## config.mk

```make
export PLATFORM = sky130hd
export DESIGN_NAME = utf16_to_utf8_encoder
export DESIGN_NICKNAME = d
export VERILOG_FILES = /design/src/rtl/u2u8_pkg.sv /design/src/rtl/u2u8_front.sv /design/src/rtl/u2u8_fifo.sv /design/src/rtl/u2u8_back.sv /design/src/rtl/utf16_to_utf8_encoder.sv
export SDC_FILE = /design/constraint.sdc
export NUM_CORES = 1
export LEC_CHECK = 0
export ABC_CLOCK_PERIOD_IN_PS = 10000
export CAP_MARGIN = 20
export CORE_ASPECT_RATIO = 0.75
export CORE_MARGIN = 2
export CORE_UTILIZATION = 61
export DETAILED_ROUTE_END_ITERATION = 8
export DONT_BUFFER_PORTS = 1
export GPL_TIMING_DRIVEN = 0
export MAX_ROUTING_LAYER = met4
export PLACE_DENSITY = 0.77
export SYNTH_ARGS = -nofsm -noshare
export SYNTH_HDL_FRONTEND = slang
export SYNTH_SLANG_ARGS = --single-unit
export TNS_END_PERCENT = 50
```

## constraint.sdc

```tcl
create_clock -name clk_i -period 10 [get_ports clk_i]
set_clock_uncertainty 0.15 [all_clocks]
set_input_delay 1.5 -clock clk_i [delete_from_list [all_inputs] [get_ports clk_i]]
set_output_delay 1.5 -clock clk_i [all_outputs]
set_load 0.02 [all_outputs]
```

## src/rtl/u2u8_pkg.sv

```systemverilog
// Shared types and constants for the UTF-16 to UTF-8 encoder.
`timescale 1ns / 1ps
`default_nettype none

package u2u8_pkg;

  localparam int unsigned ByteW = 8;
  localparam int unsigned MaxBytes = 4;
  localparam int unsigned IdxW = $clog2(MaxBytes);

  // Surrogate prefixes: top six bits of the code unit.
  localparam logic [5:0] HighSurrPfx = 6'b110110;
  localparam logic [5:0] LowSurrPfx  = 6'b110111;

  // Lead byte markers and the plane offset of a surrogate pair.
  localparam logic [7:0]  Lead2      = 8'hc0;
  localparam logic [7:0]  Lead3      = 8'he0;
  localparam logic [7:0]  Lead4      = 8'hf0;
  localparam logic [7:0]  ContMark   = 8'h80;
  localparam logic [10:0] PlaneOffs  = 11'h040;

  // One encoded job: the bytes to send, index of the final byte, error flag.
  typedef struct packed {
    logic [MaxBytes-1:0][ByteW-1:0] bytes;
    logic [IdxW-1:0]                last_idx;
    logic                           err;
  } job_t;

endpackage

`default_nettype wire

```

## src/rtl/u2u8_front.sv

```systemverilog
// Front end: accepts code units, tracks surrogate state and builds byte jobs.
`timescale 1ns / 1ps
`default_nettype none

module u2u8_front (
  input  wire logic          clk_i,
  input  wire logic          rst_ni,
  input  wire logic          accept_i,
  input  wire logic [15:0]   code_unit_i,
  input  wire logic          last_unit_i,
  output u2u8_pkg::job_t     job_o,
  output logic               push_o
);

  logic [9:0]  held_q, held_d;
  logic        pend_q, pend_d;
  logic        drop_q, drop_d;
  logic        is_low, is_high;
  logic [10:0] top;

  assign is_low  = (code_unit_i[15:10] == u2u8_pkg::LowSurrPfx);
  assign is_high = (code_unit_i[15:10] == u2u8_pkg::HighSurrPfx);
  // Bits 20..10 of the supplementary code point.
  assign top     = {1'b0, held_q} + u2u8_pkg::PlaneOffs;

  // Classify the word and encode it.
  always_comb begin
    held_d = held_q;
    pend_d = pend_q;
    drop_d = drop_q;
    push_o = 1'b0;
    job_o  = '0;
    if (accept_i) begin
      priority if (drop_q) begin
        if (last_unit_i) drop_d = 1'b0;
      end else if (pend_q) begin
        pend_d = 1'b0;
        push_o = 1'b1;
        if (!is_low) begin
          job_o.err = 1'b1;
          drop_d    = !last_unit_i;
        end else begin
          job_o.bytes[0] = u2u8_pkg::Lead4 | {5'b0, top[10:8]};
          job_o.bytes[1] = u2u8_pkg::ContMark | {2'b0, top[7:2]};
          job_o.bytes[2] = u2u8_pkg::ContMark | {2'b0, top[1:0], code_unit_i[9:6]};
          job_o.bytes[3] = u2u8_pkg::ContMark | {2'b0, code_unit_i[5:0]};
          job_o.last_idx = 2'd3;
        end
      end else if (code_unit_i[15:7] == '0) begin
        push_o         = 1'b1;
        job_o.bytes[0] = {1'b0, code_unit_i[6:0]};
        job_o.last_idx = 2'd0;
      end else if (code_unit_i[15:11] == '0) begin
        push_o         = 1'b1;
        job_o.bytes[0] = u2u8_pkg::Lead2 | {3'b0, code_unit_i[10:6]};
        job_o.bytes[1] = u2u8_pkg::ContMark | {2'b0, code_unit_i[5:0]};
        job_o.last_idx = 2'd1;
      end else if (!is_high) begin
        push_o         = 1'b1;
        job_o.bytes[0] = u2u8_pkg::Lead3 | {4'b0, code_unit_i[15:12]};
        job_o.bytes[1] = u2u8_pkg::ContMark | {2'b0, code_unit_i[11:6]};
        job_o.bytes[2] = u2u8_pkg::ContMark | {2'b0, code_unit_i[5:0]};
        job_o.last_idx = 2'd2;
      end else if (last_unit_i) begin
        // high surrogate ends the string
        push_o    = 1'b1;
        job_o.err = 1'b1;
      end else begin
        held_d = code_unit_i[9:0];
        pend_d = 1'b1;
      end
    end
  end

  // Surrogate and discard state.
  always_ff @(posedge clk_i or negedge rst_ni) begin
    if (!rst_ni) begin
      held_q <= '0;
      pend_q <= 1'b0;
      drop_q <= 1'b0;
    end else begin
      held_q <= held_d;
      pend_q <= pend_d;
      drop_q <= drop_d;
    end
  end

endmodule

`default_nettype wire

```

## src/rtl/u2u8_fifo.sv

```systemverilog
// Small job queue between the front end and the byte sender.
`timescale 1ns / 1ps
`default_nettype none

module u2u8_fifo #(
  parameter int unsigned Depth = 2
) (
  input  wire logic           clk_i,
  input  wire logic           rst_ni,
  input  wire logic           push_i,
  input  u2u8_pkg::job_t      job_i,
  input  wire logic           pop_i,
  output u2u8_pkg::job_t      job_o,
  output logic                empty_o,
  output logic                full_o
);

  localparam int unsigned PtrW = (Depth > 1) ? $clog2(Depth) : 1;
  localparam int unsigned CntW = $clog2(Depth + 1);

  u2u8_pkg::job_t mem_q [Depth];
  logic [PtrW-1:0] wr_q, rd_q;
  logic [CntW-1:0] cnt_q;
  logic            do_push, do_pop;

  assign empty_o = (cnt_q == '0);
  assign full_o  = (cnt_q == CntW'(Depth));
  assign do_push = push_i && !full_o;
  assign do_pop  = pop_i && !empty_o;
  assign job_o   = mem_q[rd_q];

  // Entry storage.
  always_ff @(posedge clk_i) begin
    if (do_push) mem_q[wr_q] <= job_i;
  end

  // Pointers and fill count.
  always_ff @(posedge clk_i or negedge rst_ni) begin
    if (!rst_ni) begin
      wr_q  <= '0;
      rd_q  <= '0;
      cnt_q <= '0;
    end else begin
      if (do_push) wr_q <= (wr_q == PtrW'(Depth - 1)) ? '0 : wr_q + 1'b1;
      if (do_pop)  rd_q <= (rd_q == PtrW'(Depth - 1)) ? '0 : rd_q + 1'b1;
      if (do_push && !do_pop)      cnt_q <= cnt_q + 1'b1;
      else if (do_pop && !do_push) cnt_q <= cnt_q - 1'b1;
    end
  end

endmodule

`default_nettype wire

```

## src/rtl/u2u8_back.sv

```systemverilog
// Byte sender: takes jobs from the queue and drives one byte per word.
`timescale 1ns / 1ps
`default_nettype none

module u2u8_back (
  input  wire logic          clk_i,
  input  wire logic          rst_ni,
  input  u2u8_pkg::job_t     job_i,
  input  wire logic          empty_i,
  output logic               pop_o,
  output logic               out_valid_o,
  input  wire logic          out_stall_i,
  output logic [7:0]         out_byte_o,
  output logic               last_byte_o,
  output logic               bad_sequence_o
);

  u2u8_pkg::job_t              job_q;
  logic [u2u8_pkg::IdxW-1:0]   idx_q;
  logic                        busy_q;
  logic                        out_take, at_end;

  assign out_take = busy_q && !out_stall_i;
  assign at_end   = (idx_q == job_q.last_idx);
  // Load the next job when idle or when the final byte leaves.
  assign pop_o    = !empty_i && (!busy_q || (out_take && at_end));

  assign out_valid_o    = busy_q;
  assign out_byte_o     = job_q.bytes[idx_q];
  assign last_byte_o    = at_end;
  assign bad_sequence_o = job_q.err;

  // Current job payload.
  always_ff @(posedge clk_i) begin
    if (pop_o) job_q <= job_i;
  end

  // Byte index and busy flag.
  always_ff @(posedge clk_i or negedge rst_ni) begin
    if (!rst_ni) begin
      idx_q  <= '0;
      busy_q <= 1'b0;
    end else if (pop_o) begin
      idx_q  <= '0;
      busy_q <= 1'b1;
    end else if (out_take) begin
      if (at_end) busy_q <= 1'b0;
      else        idx_q  <= idx_q + 1'b1;
    end
  end

endmodule

`default_nettype wire

```

## src/rtl/utf16_to_utf8_encoder.sv

```systemverilog
// UTF-16 to UTF-8 encoder top level.
// Accepts one code unit word per cycle while the job queue has room.
// Jobs pass the queue into the sender's register; bytes leave one per cycle unless stalled.
// A unit yields 1 to 4 bytes, and new units can be taken while the byte sender is busy.
// Units that produce no byte (held high surrogate, discarded unit) push no job.
// Reset: asynchronous active low; clears surrogate state, queue and output valid.
`timescale 1ns / 1ps
`default_nettype none

module utf16_to_utf8_encoder #(
  parameter int unsigned FifoDepth = 2
) (
  input  wire logic        clk_i,
  input  wire logic        rst_ni,
  input  wire logic        in_valid_i,
  output logic             in_stall_o,
  input  wire logic [15:0] code_unit_i,
  input  wire logic        last_unit_i,
  output logic             out_valid_o,
  input  wire logic        out_stall_i,
  output logic [7:0]       out_byte_o,
  output logic             last_byte_o,
  output logic             bad_sequence_o
);

  u2u8_pkg::job_t front_job, queue_job;
  logic           push, pop, empty, full, accept;

  assign in_stall_o = full;
  assign accept     = in_valid_i && !full;

  u2u8_front u_front (
    .clk_i       (clk_i),
    .rst_ni      (rst_ni),
    .accept_i    (accept),
    .code_unit_i (code_unit_i),
    .last_unit_i (last_unit_i),
    .job_o       (front_job),
    .push_o      (push)
  );

  u2u8_fifo #(
    .Depth (FifoDepth)
  ) u_fifo (
    .clk_i   (clk_i),
    .rst_ni  (rst_ni),
    .push_i  (push),
    .job_i   (front_job),
    .pop_i   (pop),
    .job_o   (queue_job),
    .empty_o (empty),
    .full_o  (full)
  );

  u2u8_back u_back (
    .clk_i          (clk_i),
    .rst_ni         (rst_ni),
    .job_i          (queue_job),
    .empty_i        (empty),
    .pop_o          (pop),
    .out_valid_o    (out_valid_o),
    .out_stall_i    (out_stall_i),
    .out_byte_o     (out_byte_o),
    .last_byte_o    (last_byte_o),
    .bad_sequence_o (bad_sequence_o)
  );

endmodule

`default_nettype wire

```

==> results.py <==
metrics = {
    "run_status": {
        "run_status": "completed",
    },
    "floorplan": {
        "rows": 27,
        "floorplan.die.height_um": 80.8,
        "initial_core_util_pct": 64.2,
        "die_area_um2": 8590,
        "core_area_um2": 7470,
        "io_pins": 33,
        "die_width_um": 106,
    },
    "finish": {
        "share_of_cells_above_drive_strength_1_pct": 25.9,
        "filler_cell_count": 513,
        "final_cell_count_no_fill": 433,
        "design.final.nets": 350,
        "number_of_antenna_cells_inserted": 0,
        "area.growth.synth_to_final_pct": 7.80,
        "final_design_area_no_fill_um2": 5170,
    },
    "placed_design": {
        "placement.cell_area_um2": 4990,
        "place_hpwl_um": 6480,
        "port-buffer-count": 0,
        "gp_routability_congestion": 0.990,
        "placed_cells_incl_taps": 417,
    },
    "power_and_ir_drop": {
        "ir_worst_vdd_mv": 0.230,
        "total_net_switching_power_mw": 0.465,
        "sw_frac_of_total_pct": 33.6,
        "pwr-share-clk_pct": 17.9,
        "comb_power_share_pct": 31.2,
        "power_leakage_nw": 1.83,
        "cell_internal_pwr_mw": 0.920,
        "pwr-share-seq_pct": 51.0,
        "power.density_cell_area_nw_per_um2": 268,
    },
    "synthesis": {
        "synth.most_common_cell": "sky130_fd_sc_hd__edfxtp_1",
        "async_flop_share_pct": 17.4,
        "synthDominantCellAreaShare_pct": 56.4,
        "synth.ff_latch_count": 109,
        "synth.distinct_cells": 50,
        "netlist_top_cells_area": "sky130_fd_sc_hd__edfxtp_1 56%, sky130_fd_sc_hd__dfrtp_1 9.9%, sky130_fd_sc_hd__mux2_2 9.4%, sky130_fd_sc_hd__mux4_2 2.8%, sky130_fd_sc_hd__a21oi_1 1.4%",
        "post_synth_instance_area_um2": 4800,
        "yosys_warnings": 0,
        "synth.largest_area_cell": "sky130_fd_sc_hd__edfxtp_1",
        "yosys_most_used_dff": "sky130_fd_sc_hd__edfxtp_1",
        "synthesis.area_per_instance_um2": 15.4,
        "synth.net_count": 335,
        "ys_seq_area_share_pct": 66.3,
        "synth.top_cells.by_count": "90 x sky130_fd_sc_hd__edfxtp_1, 40 x sky130_fd_sc_hd__mux2_2, 19 x sky130_fd_sc_hd__dfrtp_1",
        "synth_edf_count": 90,
        "cell_count_after_synthesis": 312,
    },
    "sta": {
        "tns_ns": 0,
        "worstMarginPinSlew_ns": 0.760,
        "timing.final.setup_violations": 0,
        "achievable-frequency_ghz": 0.283,
        "post-route-min-period_ns": 3.53,
        "unrepaired_setup_endpoints_after_global_routing": "no",
        "relSlewSlack_pct": 49.3,
        "timing_max_transition_violations_final": 0,
        "finalCritPeriodShare_pct": 35.3,
        "final-hold-violation-count": 0,
        "hold_ws_ns": 0.365,
    },
    "hold_path": {
        "hold_depth": 1,
        "worst_hold_path_type": "flip-flop to flip-flop",
        "worst_case_hold_path_end_point": "u_front.held_q[4]",
        "hold_start": "u_front.held_q[4]",
    },
    "clock_tree": {
        "insertion_delay_ns": 0.36,
        "hold_buffers": 0,
        "tritoncts": "yes",
        "number_of_buffers_inserted_by_post_cts_setup_repair": 0,
        "clock_tree.root_cell": "sky130_fd_sc_hd__clkbuf_8",
        "tritoncts_num_sinks": 109,
        "postCtsResizedCells": 0,
        "max-clock-path-buffers": 2,
        "cts_inserted_buffers": 9,
        "path_clk_slew_ns": 0.10,
        "cts_htree_levels": 3,
    },
    "grt": {
        "wire_length_of_the_first_global_routing_pass_um": 14800,
        "remaining_global_route_overflow": 0,
        "grt_start_max_net_pins": 31,
        "vias_in_the_first_global_route": 2721,
        "track_usage_pct": 24.5,
        "antenna_found_initial": 0,
    },
    "run": {
        "max_cap_violations": 0,
    },
    "setup_path": {
        "cp_cell_sequence": "clkbuf_1 > nor2_1 > a21oi_1",
        "critical_path_class": "flip-flop to primary output",
        "critical_path.slowest_cell": "sky130_fd_sc_hd__clkbuf_1",
        "worst_path_top_cell_family_by_delay": "buffers and inverters",
        "regToRegStartpoint": "u_fifo.cnt_q[0]",
        "start_kind": "flip-flop",
        "ff2ff_path_depth": 4,
        "timing.reg2reg.setup_slack_ns": 7.60,
        "path_max_fanout": 10,
        "crit_arrival_ns": 1.88,
        "timing.critical_path.required_ns": 8.35,
        "largest_stage_delay_on_the_critical_path_ns": 0.54,
        "critical_path.endpoint_type": "primary output",
        "r2r_end": "u_fifo.mem_q[1][12]",
        "timing.critical_path.buf_inv": 1,
    },
    "detailed_routing": {
        "drt-initial-drc-count": 236,
        "detailroute.via_count": 2762,
        "drc_errors": 0,
        "wire_per_inst_um": 21.6,
        "drt-pass1-iter-count": 5,
        "wirelength_um": 9340,
        "route.detailed.vias_per_inst": 6.38,
        "ant_nets": 0,
    },
}
-- cell families (layout without fill, tap and decap cells) --
logic type               count (synthesis)  in the layout  synth area share [%]
multiplexers                            48             48                  12.6
buffers and inverters                   22             42                  2.17
AND/OR/NAND/NOR                         65             65                  8.64
flip-flops                             109            109                  66.3
adder cells (fa/ha/maj)                  2              2                 0.522
XOR/XNOR                                 9              9                  1.64
AO/OA/AOI/OAI                           57             57                  8.14
-- per-stage QoR --
stage | util (%) | setup slack [ns] | total power, mW
3_5_place_dp | 66.8 | 6.44 | 1.15
2_1_floorplan | - | 5.39 | 1.03
3_3_place_gp | 65.9 | 4.08 | 1.11
5_1_grt | 69.2 | 6.33 | 1.46
6_report | 69.2 | 6.47 | 1.39
4_1_cts | 69.2 | 6.43 | 1.39
-- layout make-up --
| type | count | area (µm²) | share of cell area [%] |
|---|---|---|---|
| tap | 101 | 126 | 2.44 |
| timing repair buffer | 4 | 61.3 | 1.19 |
| buffer | 12 | 66.3 | 1.28 |
| inverter | 10 | 37.5 | 0.726 |
| clock inverter | 6 | 52.6 | 1.02 |
| sequential | 109 | 3180 | 61.5 |
| clock buffer | 10 | 128 | 2.47 |
| multi-input combinational | 181 | 1520 | 29.4 |
-- sequential cells by signal, indices dropped and copies added (netlist names) --
name / cells
u_fifo.rd_q: 1
u_back.idx_q: 2
u_back.bad_sequence_o: 1
u_back.job_q: 29
u_front.drop_q: 1
u_fifo.cnt_q: 2
u_back.out_valid_o: 1
u_front.held_q: 10
u_front.pend_q: 1
u_fifo.wr_q: 1
u_fifo.mem_q: 60
-- layout by cell type (no fill, tap or decap), types with 6 or more instances in the layout --
master	Yosys	routed
sky130_fd_sc_hd__edfxtp_1	90	90
sky130_fd_sc_hd__mux2_2	40	40
sky130_fd_sc_hd__dfrtp_1	19	19
sky130_fd_sc_hd__nand2_1	16	16
sky130_fd_sc_hd__a21oi_1	13	13
sky130_fd_sc_hd__o21ai_0	11	11
sky130_fd_sc_hd__nor2_1	10	10
sky130_fd_sc_hd__clkbuf_8	1	10
sky130_fd_sc_hd__inv_1	8	8
sky130_fd_sc_hd__nand2b_1	7	7
sky130_fd_sc_hd__buf_2	6	6
sky130_fd_sc_hd__and2_1	7	6
sky130_fd_sc_hd__a32o_1	6	6
sky130_fd_sc_hd__nand3_1	6	6
sky130_fd_sc_hd__o2bb2ai_1	6	6
sky130_fd_sc_hd__a31oi_1	6	6
sky130_fd_sc_hd__mux4_2	6	6
-- power groups by stage --
stage	clock network [mW]	logic, mW	registers [mW]
floorplan	0	0.324	0.701
global route	0.267	0.469	0.718
detailed placement	0	0.435	0.717
CTS	0.251	0.436	0.706
global placement	0	0.399	0.714
finish	0.248	0.432	0.706
-- metal layers --
| metal | vias to the layer above | part of all wire, % | track usage (%) |
|---|---|---|---|
| li1 | 1236 | - | - |
| met1 | 1359 | 44 | 34.0 |
| met2 | 147 | 46 | 36.7 |
| met3 | 20 | 8.3 | 7.06 |
| met4 | 0 | 1.6 | 5.79 |
| met5 | - | 0 | - |
-- how the worst max path moves through the flow --
| stage | start | to | slack [ns] | cells after the start |
|---|---|---|---|---|
| after floorplan | code_unit_i[10] | u_fifo.mem_q[0][0] | 5.39 | 4 |
| after global placement | code_unit_i[10] | u_fifo.mem_q[0][22] | 4.08 | 4 |
| after detailed placement | code_unit_i[10] | u_fifo.mem_q[1][22] | 6.44 | 5 |
| after CTS | u_back.idx_q[1] | out_byte_o[7] | 6.43 | 3 |
| after global routing | u_back.idx_q[1] | out_byte_o[7] | 6.33 | 3 |
| final | u_back.idx_q[1] | out_byte_o[7] | 6.47 | 3 |
Power figures use the tool's default switching activity.
